## src/rtl/gpio_prb_pkg.sv

```systemverilog
// Shared types, register map codes and pin helpers for the GPIO port register block.
package gpio_prb_pkg;

   // Access kinds
   localparam logic OP_READ  = 1'b0;
   localparam logic OP_WRITE = 1'b1;

   // Word register map
   localparam logic [3:0] REG_MODE  = 4'd0;
   localparam logic [3:0] REG_OTYPE = 4'd1;
   localparam logic [3:0] REG_SPEED = 4'd2;
   localparam logic [3:0] REG_PULL  = 4'd3;
   localparam logic [3:0] REG_IDR   = 4'd4;
   localparam logic [3:0] REG_ODR   = 4'd5;
   localparam logic [3:0] REG_BSRR  = 4'd6;
   localparam logic [3:0] REG_LOCK  = 4'd7;
   localparam logic [3:0] REG_AFL   = 4'd8;
   localparam logic [3:0] REG_AFH   = 4'd9;

   // Lock key sequence steps
   localparam logic [1:0] LOCK_WAIT_FIRST  = 2'd0;
   localparam logic [1:0] LOCK_WAIT_SECOND = 2'd1;
   localparam logic [1:0] LOCK_WAIT_THIRD  = 2'd2;

   localparam int unsigned LockKeyBit = 16;

   typedef struct packed {
      logic        operation;
      logic [3:0]  register_index;
      logic [31:0] write_data;
      logic [15:0] pin_levels;
   } req_type;

   typedef struct packed {
      logic [31:0] read_data;
      logic [15:0] pin_out;
      logic [15:0] output_enable;
      logic        lock_active;
   } rsp_type;

   typedef enum logic [0:0] {
      ST_IDLE,
      ST_HOLD
   } state_type;

   // Command from controller to datapath
   typedef struct packed {
      logic execute;
      logic hold_result;
   } cmd_type;

   // Widen a pin mask to the 2-bit-per-pin fields
   function automatic logic [31:0] spread2(input logic [15:0] pins);
      logic [31:0] r;
      r = '0;
      for (int i = 0; i < 16; i++) begin
         r[2*i +: 2] = {2{pins[i]}};
      end
      return r;
   endfunction

   // Widen an 8-pin mask to the 4-bit-per-pin fields
   function automatic logic [31:0] spread4(input logic [7:0] pins);
      logic [31:0] r;
      r = '0;
      for (int i = 0; i < 8; i++) begin
         r[4*i +: 4] = {4{pins[i]}};
      end
      return r;
   endfunction

endpackage

```

## src/rtl/gpio_prb_ctrl.sv

```systemverilog
// Handshake controller for the GPIO port register block.
module gpio_prb_ctrl (
   input  logic                 clock,
   input  logic                 reset,
   input  logic                 req_valid,
   output logic                 req_ready,
   output logic                 rsp_valid,
   input  logic                 rsp_ready,
   output gpio_prb_pkg::cmd_type cmd
);
   import gpio_prb_pkg::*;

   state_type state_ff;
   state_type state_in;

   always_ff @(posedge clock) begin
      if (reset) begin
         state_ff <= ST_IDLE;
      end else begin
         state_ff <= state_in;
      end
   end

   always_comb begin
      state_in        = state_ff;
      req_ready       = 1'b0;
      rsp_valid       = 1'b0;
      cmd.execute     = 1'b0;
      cmd.hold_result = 1'b0;
      unique case (state_ff)
         ST_IDLE: begin
            req_ready   = 1'b1;
            cmd.execute = req_valid;
            if (req_valid) begin
               state_in = ST_HOLD;
            end
         end
         ST_HOLD: begin
            rsp_valid       = 1'b1;
            req_ready       = rsp_ready;
            cmd.execute     = req_valid && rsp_ready;
            cmd.hold_result = !rsp_ready;
            if (rsp_ready && !req_valid) begin
               state_in = ST_IDLE;
            end
         end
         default: begin
            state_in = ST_IDLE;
         end
      endcase
   end

endmodule

```

## src/rtl/gpio_prb_dp.sv

```systemverilog
// Register file, lock logic and response register of the GPIO port.
module gpio_prb_dp #(
   parameter int unsigned PIN_COUNT = 16
) (
   input  logic                  clock,
   input  logic                  reset,
   input  gpio_prb_pkg::cmd_type cmd,
   input  gpio_prb_pkg::req_type req,
   output gpio_prb_pkg::rsp_type rsp
);
   import gpio_prb_pkg::*;

   localparam logic [15:0] PinMask =
      (PIN_COUNT >= 16) ? 16'hFFFF : 16'((32'd1 << PIN_COUNT) - 32'd1);

   logic [31:0] mode_ff,  mode_in;
   logic [15:0] otype_ff, otype_in;
   logic [31:0] speed_ff, speed_in;
   logic [31:0] pull_ff,  pull_in;
   logic [15:0] odr_ff,   odr_in;
   logic [31:0] afl_ff,   afl_in;
   logic [31:0] afh_ff,   afh_in;
   logic [16:0] lock_ff,  lock_in;
   logic [1:0]  step_ff,  step_in;
   rsp_type     rsp_ff,   rsp_in;

   logic [15:0] writable;
   logic [15:0] sample;
   logic [15:0] lock_pins;
   logic        key;
   logic        same;
   logic        locked;
   logic        is_write;
   logic [31:0] rd;
   logic [15:0] oe;

   always_ff @(posedge clock) begin
      if (reset) begin
         mode_ff  <= '0;
         otype_ff <= '0;
         speed_ff <= '0;
         pull_ff  <= '0;
         odr_ff   <= '0;
         afl_ff   <= '0;
         afh_ff   <= '0;
         lock_ff  <= '0;
         step_ff  <= LOCK_WAIT_FIRST;
      end else begin
         mode_ff  <= mode_in;
         otype_ff <= otype_in;
         speed_ff <= speed_in;
         pull_ff  <= pull_in;
         odr_ff   <= odr_in;
         afl_ff   <= afl_in;
         afh_ff   <= afh_in;
         lock_ff  <= lock_in;
         step_ff  <= step_in;
      end
   end

   always_ff @(posedge clock) begin
      rsp_ff <= rsp_in;
   end

   assign locked    = lock_ff[LockKeyBit];
   assign writable  = PinMask & ~(locked ? lock_ff[15:0] : 16'h0000);
   assign sample    = req.pin_levels & PinMask;
   assign lock_pins = req.write_data[15:0] & PinMask;
   assign key       = req.write_data[LockKeyBit];
   assign same      = (lock_pins == lock_ff[15:0]);
   assign is_write  = cmd.execute && (req.operation == OP_WRITE);

   // Register updates
   always_comb begin
      mode_in  = mode_ff;
      otype_in = otype_ff;
      speed_in = speed_ff;
      pull_in  = pull_ff;
      odr_in   = odr_ff;
      afl_in   = afl_ff;
      afh_in   = afh_ff;
      lock_in  = lock_ff;
      step_in  = step_ff;
      if (is_write) begin
         unique case (req.register_index)
            REG_MODE: begin
               mode_in = (mode_ff & ~spread2(writable)) | (req.write_data & spread2(writable));
            end
            REG_OTYPE: begin
               otype_in = (otype_ff & ~writable) | (req.write_data[15:0] & writable);
            end
            REG_SPEED: begin
               speed_in = (speed_ff & ~spread2(writable)) | (req.write_data & spread2(writable));
            end
            REG_PULL: begin
               pull_in = (pull_ff & ~spread2(writable)) | (req.write_data & spread2(writable));
            end
            REG_ODR: begin
               odr_in = req.write_data[15:0] & PinMask;
            end
            REG_BSRR: begin
               // set wins over reset
               odr_in = ((odr_ff & ~req.write_data[31:16]) | req.write_data[15:0]) & PinMask;
            end
            REG_LOCK: begin
               if (!locked) begin
                  priority if (step_ff == LOCK_WAIT_SECOND && !key && same) begin
                     step_in = LOCK_WAIT_THIRD;
                     lock_in = {1'b0, lock_pins};
                  end else if (step_ff == LOCK_WAIT_THIRD && key && same) begin
                     step_in = LOCK_WAIT_FIRST;
                     lock_in = {1'b1, lock_pins};
                  end else begin
                     // restart the key sequence
                     step_in = key ? LOCK_WAIT_SECOND : LOCK_WAIT_FIRST;
                     lock_in = {1'b0, lock_pins};
                  end
               end
            end
            REG_AFL: begin
               afl_in = (afl_ff & ~spread4(writable[7:0]))
                        | (req.write_data & spread4(writable[7:0]));
            end
            REG_AFH: begin
               afh_in = (afh_ff & ~spread4(writable[15:8]))
                        | (req.write_data & spread4(writable[15:8]));
            end
            default: begin
            end
         endcase
      end
   end

   // Read mux
   always_comb begin
      rd = '0;
      if (req.operation == OP_READ) begin
         unique case (req.register_index)
            REG_MODE:  rd = mode_ff;
            REG_OTYPE: rd = {16'h0000, otype_ff};
            REG_SPEED: rd = speed_ff;
            REG_PULL:  rd = pull_ff;
            REG_IDR:   rd = {16'h0000, sample};
            REG_ODR:   rd = {16'h0000, odr_ff};
            REG_LOCK:  rd = {15'h0000, lock_ff};
            REG_AFL:   rd = afl_ff;
            REG_AFH:   rd = afh_ff;
            default:   rd = '0;
         endcase
      end
   end

   // Output mode (01) or alternate function (10) drives the pin
   always_comb begin
      for (int i = 0; i < 16; i++) begin
         oe[i] = mode_in[2*i] ^ mode_in[2*i+1];
      end
   end

   always_comb begin
      rsp_in = rsp_ff;
      if (cmd.execute) begin
         rsp_in.read_data     = rd;
         rsp_in.pin_out       = odr_in;
         rsp_in.output_enable = oe & PinMask;
         rsp_in.lock_active   = lock_in[LockKeyBit];
      end else if (!cmd.hold_result) begin
         rsp_in = rsp_ff;
      end
   end

   assign rsp = rsp_ff;

endmodule

```

## src/rtl/gpio_prb_top.sv

```systemverilog
// Top level of the GPIO port register block.
// Latency: a request's response is valid in the cycle after it is accepted.
// Throughput: one request per cycle; a new request is taken in the same cycle
// the held response is consumed, set by the single response register.
// Reset: synchronous, active high; all port registers, the lock mask and the
// lock key step clear to zero and the response channel empties.
module gpio_port_register_block_top #(
   parameter int unsigned PIN_COUNT = 16
) (
   input  logic                  clock,
   input  logic                  reset,
   input  logic                  req_valid,
   output logic                  req_ready,
   input  gpio_prb_pkg::req_type req_payload,
   output logic                  rsp_valid,
   input  logic                  rsp_ready,
   output gpio_prb_pkg::rsp_type rsp_payload
);
   import gpio_prb_pkg::*;

   cmd_type cmd;

   // Controller: hold the response until taken, advance on each accepted request
   gpio_prb_ctrl u_ctrl (
      .clock     (clock),
      .reset     (reset),
      .req_valid (req_valid),
      .req_ready (req_ready),
      .rsp_valid (rsp_valid),
      .rsp_ready (rsp_ready),
      .cmd       (cmd)
   );

   // Datapath: register file, lock sequence and response register
   gpio_prb_dp #(
      .PIN_COUNT (PIN_COUNT)
   ) u_dp (
      .clock (clock),
      .reset (reset),
      .cmd   (cmd),
      .req   (req_payload),
      .rsp   (rsp_payload)
   );

endmodule

```

## config.mk

```make
export PLATFORM = sky130hd
export DESIGN_NAME = gpio_port_register_block_top
export DESIGN_NICKNAME = d
export VERILOG_FILES = /design/src/rtl/gpio_prb_pkg.sv /design/src/rtl/gpio_prb_ctrl.sv /design/src/rtl/gpio_prb_dp.sv /design/src/rtl/gpio_prb_top.sv
export SDC_FILE = /design/constraint.sdc
export NUM_CORES = 1
export LEC_CHECK = 0
export BUFFER_PORTS_ARGS = -buffer_cell sky130_fd_sc_hd__buf_2
export CORE_MARGIN = 2
export CORE_UTILIZATION = 40
export DETAILED_ROUTE_END_ITERATION = 6
export MAX_ROUTING_LAYER = met4
export PLACE_DENSITY_LB_ADDON = 0.3
export SLEW_MARGIN = 30
export SYNTH_ARGS = -nofsm -noshare
export SYNTH_HDL_FRONTEND = slang
export SYNTH_SLANG_ARGS = --single-unit
export TNS_END_PERCENT = 100
```

## constraint.sdc

```tcl
create_clock -name clock -period 7.4 [get_ports clock]
set_clock_uncertainty 0.15 [all_clocks]
set_input_delay 1.48 -clock clock [delete_from_list [all_inputs] [get_ports clock]]
set_output_delay 1.48 -clock clock [all_outputs]
set_load 0.02 [all_outputs]
```

== Word level (Yosys, flattened, before mapping) ==
Cells that the tools add are included.

* Bitwise gates (word level): 42
* Muxes and demuxes: 20
* Equal/unequal tests: 12
* Reduce and logical (&&, ||, !) cells: 16

{| class="wikitable"
|+ Operator list
! operator !! count
|-
| $pmux W32 S9 || 1
|-
| $and A32 B32 Y32 || 8
|-
| $or A32 B32 Y32 || 5
|-
| $not A32 Y32 || 3
|-
| $mux W17 || 5
|-
| $mux W32 || 2
|-
| $and A16 B16 Y16 || 3
|-
| $not A16 Y16 || 3
|-
| $mux W16 || 2
|-
| $or A16 B16 Y16 || 2
|-
| $pmux W16 S2 || 1
|-
| $eq A16 B16 Y1 || 1
|-
| $eq A4 B3 Y1 const B || 4
|-
| $xor A1 B1 Y1 || 16
|-
| $reduce_and A2 Y1 || 5
|-
| $eq A4 B2 Y1 const B || 2
|-
| $eq A4 B4 Y1 const B || 2
|-
| $logic_and A1 B1 Y1 || 7
|-
| $pmux W1 S2 || 3
|-
| $eq A4 B1 Y1 const B || 1
|-
| $logic_not A4 Y1 || 1
|-
| $mux W1 || 4
|-
| $mux W2 || 2
|-
| $reduce_and A3 Y1 || 1
|-
| other kinds (4) || 6
|}

* Input port bits: 57
* Bits in registers: 277
* Output and inout bits: 67
* Word-level logic and storage cells: 105

== Longest topological paths before layout ==
Gate-level depths: netlist of run 1.

* Word-level depth: 8
* Mapped depth: 7
* Depth with buffers taken out: 4

== By module ==
A second synthesis of run 1 with hierarchy kept.

* Cell total of the unflattened synthesis: 1,235
* Area total of the unflattened synthesis: 12,197.9 um^2

{| class="wikitable"
|+ By module, submodules not included
! module !! cells each !! times used !! area each (um^2) !! seq. area each (um^2)
|-
| gpio_prb_dp || 1,229 || 1 || 12,139.1 || 6,175.9
|-
| gpio_prb_ctrl || 6 || 1 || 58.8 || 20.0
|}

== Worst setup path after synthesis of run 1 ==
Ideal clock, no wire load.

* Path type: input to register
* From: input port rsp_ready
* To: register u_dp.rsp_ff, in the netlist u_dp.rsp[0], enable pin
* Arrival: 3,946 ps
* Library setup time: 430 ps
* Required time: 6,820 ps
* Cell stages on the path: 5
* Path buffers: 3
* Path slack: 2,874 ps
* Path through: nand2b_1 > buf_2 > buf_2 > clkbuf_1 > and2_1

{| class="wikitable"
|+ RTL lines
! what !! line !! source
|-
| start, declared || gpio_prb_top.sv:16 || <nowiki>input logic rsp_ready,</nowiki>
|-
| end signal, assigned || gpio_prb_dp.sv:62 || <nowiki>rsp_ff <= rsp_in;</nowiki>
|-
| end, declared || gpio_prb_dp.sv:25 || <nowiki>rsp_type rsp_ff, rsp_in;</nowiki>
|}

== Worst setup path after layout of run 1 ==
* From: input port rsp_ready
* To: output port req_ready

* Word-level cells in the longest chain between the ends: 1

{| class="wikitable"
|+ Ends and longest elaborated chain
! what !! line !! source
|-
| $pmux W1 S2 || gpio_prb_ctrl.sv:30 || <nowiki>unique case (state_ff)</nowiki>
|-
| end, declared || gpio_prb_top.sv:13 || <nowiki>output logic req_ready,</nowiki>
|}

No other way between the ends.

==> flow_summary.toml, run 1 <==
[floorplan]
die_w_um = 180
initial_core_util_pct = 40.6
die_h_um = 180
ios = 124
die_area_um2 = 32500
rows = 64
core-area_um2 = 30600

[setup_path]
worst_path_max_delay_cell = "nand2b_4"
cpPeakStageDelay_ns = 0.39
path_buf_inv = 2
critical_path.cell_chain = "buf_2, nand2b_4, buf_2"
crit_type = "input pin to output pin"
path_max_fanout = 32
cp_top_family = "simple AND/OR/NAND/NOR gates"
critPathArrivalTime_ns = 2.27
cp_common_cell = "buf_2"
crit_path_end_kind = "output pin"
cp-start-kind = "input pin"
required_ns = 5.77

[global_routing]
grtUsageTotal_pct = 21.8
grt_pass1_vias = 9332
gr-total-overflow = 0
antenna_found_initial = 0
grt_pass1_wl_mm = 55.1
grt_max_degree = 78

[power]
p_leak_nw = 6.31
vdd_drop_max_v = 0.000184
power.total_mw = 3.30
cellPowerDensity_nw_per_um2 = 234

[route]
ant_nets = 0
wl_met1_mm = 15.5
dr_wl_met2_mm = 16.5
highest_layer = "met4"
drc = 1
vias = 9740
dr_wl_met3_mm = 2.10
post_drt_wl_per_cell_um = 20.9
first_pass_iters = 7
first_iter_violations = 808
routed_via_density = 5.76
totalWireLength_mm = 35.3

[sta]
finalSetupViolations = 0
fin_crit_ns = 3.90
maxSlewHeadroom_pct = 36.0
fin_setup_tns_ns = 0
max_freq_mhz = 257
worstMarginPinSlew_ns = 0.960
rsz0062_at_grt = "false"
hold_viol = 0
finalCritPeriodShare_pct = 52.7
drv_slew = 0

[synth]
ys_ff_latch = 277
syn_nets = 1284
avgSynthCellArea_um2 = 10.1
netlist_area_um2 = 12400
ys_seq_area_share_pct = 49.9
synth.distinct_cells = 48
synth_cells = 1227
yosys_warnings = 0

[status]
run_status = "finished with violations"
violations = "design-rule violations"

[clock_network]
cts_root_buffer = "clkbuf_16"
htree_levels = 1
clk_pin_slew_ns = 0.06
clock_sinks = 277
cts_made_buffers = 29
ctsResizeCount = 0
clk-insertion-delay-late_ns = 0.55
post-cts-setup-buffers = 0
hold_buffers = 0
cts_max_path_buffers = 3
cts_tree = "built"

[placed_design]
port_buffers = 123
dpl.hpwl_mm = 22.7
place_congestion = 0.847

[final_layout]
layout-drive-gt1-share_pct = 16.4
antenna_cells = 0
layout-area-overhead-vs-synth_pct = 13.6
multi_input_area_um2 = 5680
final_nets = 1330
ff_latch_area_um2 = 6200
num-fill-cells = 2896

[flow_run]
drv_cap = 0

[hold_path]
holdCritPathClass = "register to register"
-- per-stage QoR --
stage          cell area, um2  utilization, %  instances  setup slack, ns  hold slack (ns)
2_1_floorplan           12400               -       1227             2.87            0.305
3_3_place_gp            13100            42.8       1636             3.10            0.324
3_5_place_dp            13100            42.9       1637             3.06            0.336
4_1_cts                 14100            46.1       1691             3.49            0.351
5_1_grt                 14100            46.2       1692             3.46            0.364
6_report                14100            46.2       1692             3.50            0.347
-- final cells by class --
type / count / share of cell area, %
clock buffer: 41 / 5.89
sequential: 277 / 43.9
tap: 396 / 3.51
inverter: 4 / 0.106
multi-input combinational: 824 / 40.2
timing repair buffer: 137 / 5.38
clock inverter: 13 / 1.04
-- path summary, 6_finish.rpt --
path / slack (ns) / depth (start not counted) / from / end
max: 3.50 / 3 / rsp_ready / req_ready
min: 0.35 / 2 / register / register
max reg2reg: 4.70 / 5 / u_ctrl.state_ff / u_dp.rsp[29]
min reg2reg: 0.35 / 2 / register / register
-- Yosys cell counts (all sizes together) --
master   number  share of area (%)
and4          1              0.070
or4           1              0.060
and2          2               0.10
mux2          1              0.091
a22o         16                1.1
a31oi        18               0.91
nand2        97                2.9
nor4b         4               0.69
nand4bb       1              0.091
o22ai         1              0.050
a22oi        33                2.0
xor2         32                2.3
clkbuf       69                2.1
a222oi       31                2.5
and4bb        4               0.43
inv           4               0.12
edfxtp       65                 16
and4b         1              0.081
or3b          1              0.070
xnor2        16                1.1
nand4        84                5.5
nor3b         1              0.060
o311a         1              0.081
o21ai        33                1.3
nor2        193                5.8
nor4          5               0.37
o32ai         1              0.070
nor2b         1              0.050
mux2i       176                 14
dfxtp       212                 34
o41ai         1              0.070
o211a         1              0.081
o211ai        1               0.10
a221oi       16                1.1
nand2b        1              0.050
a21oi        49                2.0
buf          53                2.4
-- layout by cell type, fill, tap and decap left out, types with 2 or more instances in the layout --
cell type and count:
nand4_1 69, a31oi_1 18, inv_1 4, o21ai_1 7, nor2_1 193, buf_4 12
nand4_2 7, nor4_1 4, clkbuf_16 30, edfxtp_1 65, nor4b_4 4, nand4_4 8
buf_2 122, xor2_1 32, mux2i_1 176, bufinv_16 3, a221oi_1 16, xnor2_1 16
clkinv_2 7, dfxtp_1 212, a22o_1 16, nand2_1 97, clkbuf_1 7, inv_6 2
clkbuf_8 4, a222oi_1 31, and4bb_2 2, o21ai_0 26, a22oi_1 33, and2_4 2
a21oi_1 49
-- worst reg2reg max path: stages, from the launching register on --
cell and delay [ns]:
dfxtp_1 0.33, nand2b_4 0.35, buf_4 0.58, o211ai_2 0.54, o21ai_0 0.42, nand2_1 0.08
-- routing by layer --
metal	up-vias	global-route usage (%)
met1	4765	28.8
met4	0	6.81
met5	-	-
met3	70	3.31
met2	345	34.6
li1	4560	-
-- logic make-up after synthesis --
family	share of synthesized area, %
muxes	14.3
DFF	49.9
buffers and inverters	4.64
and+or+nand+nor	16.4
AOI/OAI and AO/OA	11.4
xor gates and xnor gates	3.38
-- power breakdown --
group	switching [mW]	internal, mW	leakage [nW]
clock network	0.607	0.887	0.487
registers	0.0116	1.57	2.37
logic	0.162	0.0610	3.45
total	0.781	2.52	6.31
(Power assumes the default switching activity.)
==> run 2, diff against run 1 <==
--- a/config.mk
+++ b/config.mk
@@ -5,6 +5,7 @@
 export SDC_FILE = /design/constraint.sdc
 export NUM_CORES = 1
 export LEC_CHECK = 0
+export ABC_AREA = 1
 export BUFFER_PORTS_ARGS = -buffer_cell sky130_fd_sc_hd__buf_2
 export CORE_MARGIN = 2
 export CORE_UTILIZATION = 40
==> constraint.sdc (replaced) <==
create_clock -name clock -period 3.24 [get_ports clock]
set_clock_uncertainty 0.15 [all_clocks]
set_input_delay 0.648 -clock clock [delete_from_list [all_inputs] [get_ports clock]]
set_output_delay 0.648 -clock clock [all_outputs]
set_load 0.02 [all_outputs]
==> flow_summary.toml, run 2 <==
[status]
run_status = "finished, final reports clean"

[power]
cellPowerDensity_nw_per_um2 = 544
p_leak_nw = 5.52
power.total_mw = 7.64
vdd_drop_max_v = 0.000398

[placed_design]
preCtsSetupSlack_ns = 0.436
dpl.hpwl_mm = 27.0
postPlaceCellArea_um2 = 13000
dp_cells = 2036
port_buffers = 123
place_congestion = 0.947

[sta]
fin_setup_tns_ns = 0
finalCritPeriodShare_pct = 76.0
setup_slack_ns = 0.779
max_freq_mhz = 406
worstMarginPinSlew_ns = 0.850
hold_viol = 0
finalSetupViolations = 0
maxSlewHeadroom_pct = 43.3
hold-worst-slack_ns = 0.266
rsz0062_at_grt = "false"
fin_crit_ns = 2.46
drv_slew = 0

[synth]
synthAdderAreaFrac_pct = 0
synth-compound-area-share_pct = 21.0
synth_edf_count = 65
yosysTopAreaCellShare_pct = 35.5
syn_nets = 1613
synth_mux_area_share_pct = 0
synth_top_family_by_area = "compound AO/OA/AOI/OAI gates"
yosys_warnings = 0
synthSimpleGateAreaFrac_pct = 18.6
ys.flop_type = "dfxtp_1"
synth.largest_area_cell = "dfxtp_1"
synth-async-reset-ratio_pct = 0
synth_area_leaders = "dfxtp_1 35%, edfxtp_1 16%, nand2_1 10%"
synth.distinct_cells = 29
ys_ff_latch = 277
synth_common_cells = "328 x nand2_1, 212 x dfxtp_1, 211 x a21oi_1, 210 x o21ai_0, 181 x inv_1"
synth_cells = 1556
netlist_area_um2 = 12000
avgSynthCellArea_um2 = 7.69
synth.most_common_cell = "nand2_1"
ys_seq_area_share_pct = 51.8
synth_xor_area_share_pct = 0.439

[global_routing]
grtUsageTotal_pct = 24.9
gr-total-overflow = 0
grt_pass1_vias = 10500
antenna_found_initial = 0
grt_max_degree = 149
grt_pass1_wl_mm = 58.7

[hold_path]
whs_path_depth = 4
holdCritPathClass = "input pin to register"
hold-path-endpoint = "u_ctrl.state_ff"
hold_start = "rsp_ready"

[floorplan]
core-area_um2 = 29600
die_w_um = 177
die_h_um = 177
initial_core_util_pct = 40.5
ios = 124
die_area_um2 = 31300
rows = 63

[setup_path]
crit_path_end_kind = "register"
required_ns = 3.39
critPathLaunch = "u_dp.lock_ff[16]"
r2r_cells = 7
crit_type = "register to register"
r2r_end = "u_dp.rsp[10]"
reg2reg_from = "u_dp.lock_ff[16]"
path_max_fanout = 18
critPathArrivalTime_ns = 2.61
cp-start-kind = "register"
r2r_setup_slack_ns = 0.78

[clock_network]
post-cts-setup-buffers = 0
ctsResizeCount = 0
htree_levels = 1
cts_max_path_buffers = 3
clk_pin_slew_ns = 0.06
cts_made_buffers = 30
clk-insertion-delay-late_ns = 0.55
cts_root_buffer = "clkbuf_16"
hold_buffers = 0
clock_sinks = 277
cts_tree = "built"

[final_layout]
multi_input_area_um2 = 4790
fin_cells = 2092
num-fill-cells = 2957
final_cell_area_um2 = 14100
final_common_cell = "nand2_1"
layout-drive-gt1-share_pct = 13.8
final_cell_mix = "328 x nand2_1, 212 x dfxtp_1, 211 x a21oi_1"
final_nets = 1735
layout-area-overhead-vs-synth_pct = 17.5
utilization_pct = 47.5
antenna_cells = 0
ff_latch_area_um2 = 6200

[route]
first_iter_violations = 1288
totalWireLength_mm = 38.2
vias = 11100
post_drt_wl_per_cell_um = 18.3
routed_via_density = 5.32
ant_nets = 0
drc = 0
first_pass_iters = 6

[flow_run]
drv_cap = 0
run 2: worst max path at each step:
stage	slack, ns	cells past startpoint	endpoint
2_1_floorplan	0.08	10	u_dp.rsp[3]
3_3_place_gp	0.52	9	u_dp.rsp[52]
3_5_place_dp	0.44	9	u_dp.rsp[52]
4_1_cts	0.82	7	u_dp.rsp[10]
5_1_grt	0.59	7	u_dp.rsp[10]
6_report	0.78	7	u_dp.rsp[10]
run 2: metal layers:
| metal | GRT usage, % | wire length (um) | part of all wire, % | vias up |
|---|---|---|---|---|
| met2 | 39.0 | 17400 | 45 | 500 |
| met4 | 8.68 | 1270 | 3.3 | 0 |
| met5 | - | 0 | 0 | - |
| met1 | 33.3 | 16400 | 43 | 5139 |
| li1 | - | - | - | 5393 |
| met3 | 3.35 | 3140 | 8.2 | 88 |
run 2: cell families after synthesis:
logic type             after synthesis
AO/OA/AOI/OAI                      482
buffers and inverters              251
AND/OR/NAND/NOR                    540
flip-flops                         277
XOR/XNOR                             6
run 2: layout make-up:
type,instances,share of cell area (%)
repair buffers,153,6.19
clock inverters,10,0.864
inverters,188,5.02
flip-flops and latches,277,44.1
clock buffers,46,6.29
well taps,390,3.47
multi-input cells,1028,34.1
run 2: report_power, final:
part / internal, mW / total, mW / leakage, nW / switching (mW)
Sequential: 3.61 / 3.64 / 2.37 / 0.0277
Combinational: 0.131 / 0.514 / 2.66 / 0.384
Clock: 2.10 / 3.49 / 0.492 / 1.39
Total: 5.84 / 7.64 / 5.52 / 1.80
run 2: critical path, stage by stage (launching register included):
cell	delay, ns
dfxtp_1	0.86
nand2_1	0.33
nand2_1	0.27
nor2_1	0.13
o21ai_0	0.29
inv_1	0.08
nand2_1	0.06
nand2_1	0.04
==> run 3, diff against run 2 <==
==> constraint.sdc (replaced) <==
create_clock -name clock -period 2.2 [get_ports clock]
set_clock_uncertainty 0.15 [all_clocks]
set_input_delay 0.44 -clock clock [delete_from_list [all_inputs] [get_ports clock]]
set_output_delay 0.44 -clock clock [all_outputs]
set_load 0.02 [all_outputs]
==> flow_summary.toml, run 3 (synthesis gave the netlist of run 2 again) <==
[route]
drc = 0
post_drt_wl_per_cell_um = 17.8
vias = 11300
ant_nets = 0
first_iter_violations = 1122
totalWireLength_mm = 38.3
routed_via_density = 5.21
first_pass_iters = 5

[setup_path]
crit_type = "register to register"
path_max_fanout = 7
critical_path.cell_chain = "inv_1, nor2_2, nor2_4, nand2_4, buf_4, nor3_4, o21ai_0, inv_1, nand2_1, nand2_1"
cp-start-kind = "register"
crit_path_end_kind = "register"
cpPeakStageDelay_ns = 0.32
required_ns = 2.35
worst_path_max_delay_cell = "dfxtp_1"
critPathArrivalTime_ns = 2.17

[clock_network]
clk_pin_slew_ns = 0.06
cts_root_buffer = "clkbuf_16"
clock_sinks = 277
htree_levels = 1
post-cts-setup-buffers = 0
hold_buffers = 0
clk-insertion-delay-late_ns = 0.55
cts_made_buffers = 29
cts_tree = "built"
cts_max_path_buffers = 3

[sta]
hold-worst-slack_ns = 0.0616
max_freq_mhz = 496
worstMarginPinSlew_ns = 0.850
rsz0062_at_grt = "false"
finalSetupViolations = 0
hold_viol = 0
fin_setup_tns_ns = 0
maxSlewHeadroom_pct = 43.3
fin_crit_ns = 2.02
finalCritPeriodShare_pct = 91.7
drv_slew = 0

[placed_design]
dp_cells = 2104
dpl.hpwl_mm = 28.2
port_buffers = 123
place_congestion = 0.970

[floorplan]
initial_core_util_pct = 40.5
rows = 63
die_w_um = 177
ios = 124
core-area_um2 = 29600
die_h_um = 177
die_area_um2 = 31300

[global_routing]
grt_pass1_vias = 10600
grt_util_met1_pct = 33.1
antenna_found_initial = 0
global_route.usage.met3_pct = 3.54
grt_max_degree = 99
busiest_layer = "met2"
grt_use_met2_pct = 39.8
gr-total-overflow = 0
grtUsageTotal_pct = 25.0
grt_pass1_wl_mm = 58.9

[final_layout]
final_cell_mix = "317 x nand2_1, 212 x dfxtp_1, 208 x a21oi_1"
num-fill-cells = 2908
utilization_pct = 50.0
layout-drive-gt1-share_pct = 18.6
antenna_cells = 0
fin_cells = 2158
final_nets = 1802
final_common_cell = "nand2_1"
layout-area-overhead-vs-synth_pct = 23.5

[power]
p_clk_share_pct = 43.6
combPwrFrac_pct = 7.7
cellPowerDensity_nw_per_um2 = 743
p_leak_nw = 5.87
p_seq_share_pct = 48.7
vdd_drop_max_v = 0.000587
swShare_pct = 24.6
p_int_mw = 8.28
power.total_mw = 11.0
p_sw_mw = 2.70

[status]
run_status = "finished, final reports clean"

[hold_path]
holdCritPathClass = "input pin to register"

[flow_run]
drv_cap = 0
==> run 3: stage by stage <==
step	setup slack, ns	area [um2]
after floorplan	-0.578	12100
after detailed placement	-0.149	13900
after global routing	0.0187	14800
after global placement	-0.116	13900
final	0.183	14800
after CTS	0.105	14800
==> run 3: critical path, delay by kind of cell, from the launching register on <==
| kind | cells | cell delay (ns) |
|---|---|---|
| AND/OR/NAND/NOR | 6 | 0.66 |
| buffers and inverters | 3 | 0.44 |
| flip-flops | 1 | 0.32 |
| AO/OA/AOI/OAI | 1 | 0.22 |
==> run 3: area by class of cell <==
cell class                      instances  area (um2)  share of cell area [%]
Sequential cell                       277        6200                    41.9
Multi-Input combinational cell       1028        4940                    33.4
Timing Repair Buffer                  221        1530                    10.3
Clock buffer                           36         772                    5.22
Inverter                              188         711                    4.81
Tap cell                              390         488                    3.30
Clock inverter                         18         143                   0.965
==> run 3: worst paths after layout <==
check,startpoint,end,slack [ns],cells after the start
worst min-delay path,rsp_ready,u_ctrl.state_ff,0.06,4
worst max-delay path,u_ctrl.state_ff,u_dp.rsp[3],0.18,10
worst max register to register,u_ctrl.state_ff,u_dp.rsp[3],0.18,10
worst min register to register,register,register,0.30,2
==> run 3: metal layers <==
metal | part of all wire (%) | wire length [um]
met5 | 0 | 0
met2 | 46 | 17600
met1 | 45 | 17100
met4 | 2.9 | 1100
met3 | 6.5 | 2480
==> run 3: power by group through the flow <==
| stage | registers (mW) | clock network [mW] | logic [mW] |
|---|---|---|---|
| finish | 5.35 | 4.79 | 0.843 |
| detailed placement | 5.46 | 0 | 0.833 |
| global placement | 5.46 | 0 | 0.828 |
| CTS | 5.35 | 4.85 | 0.836 |
| global route | 5.36 | 5.06 | 0.908 |
| floorplan | 5.54 | 0 | 0.346 |
==> run 3: timing repair <==
| item | CTS | global route |
|---|---|---|
| gates resized for setup | 0 | 2 |
| hold endpoints to repair | 0 | 0 |
| setup endpoints to repair | 0 | 2 |
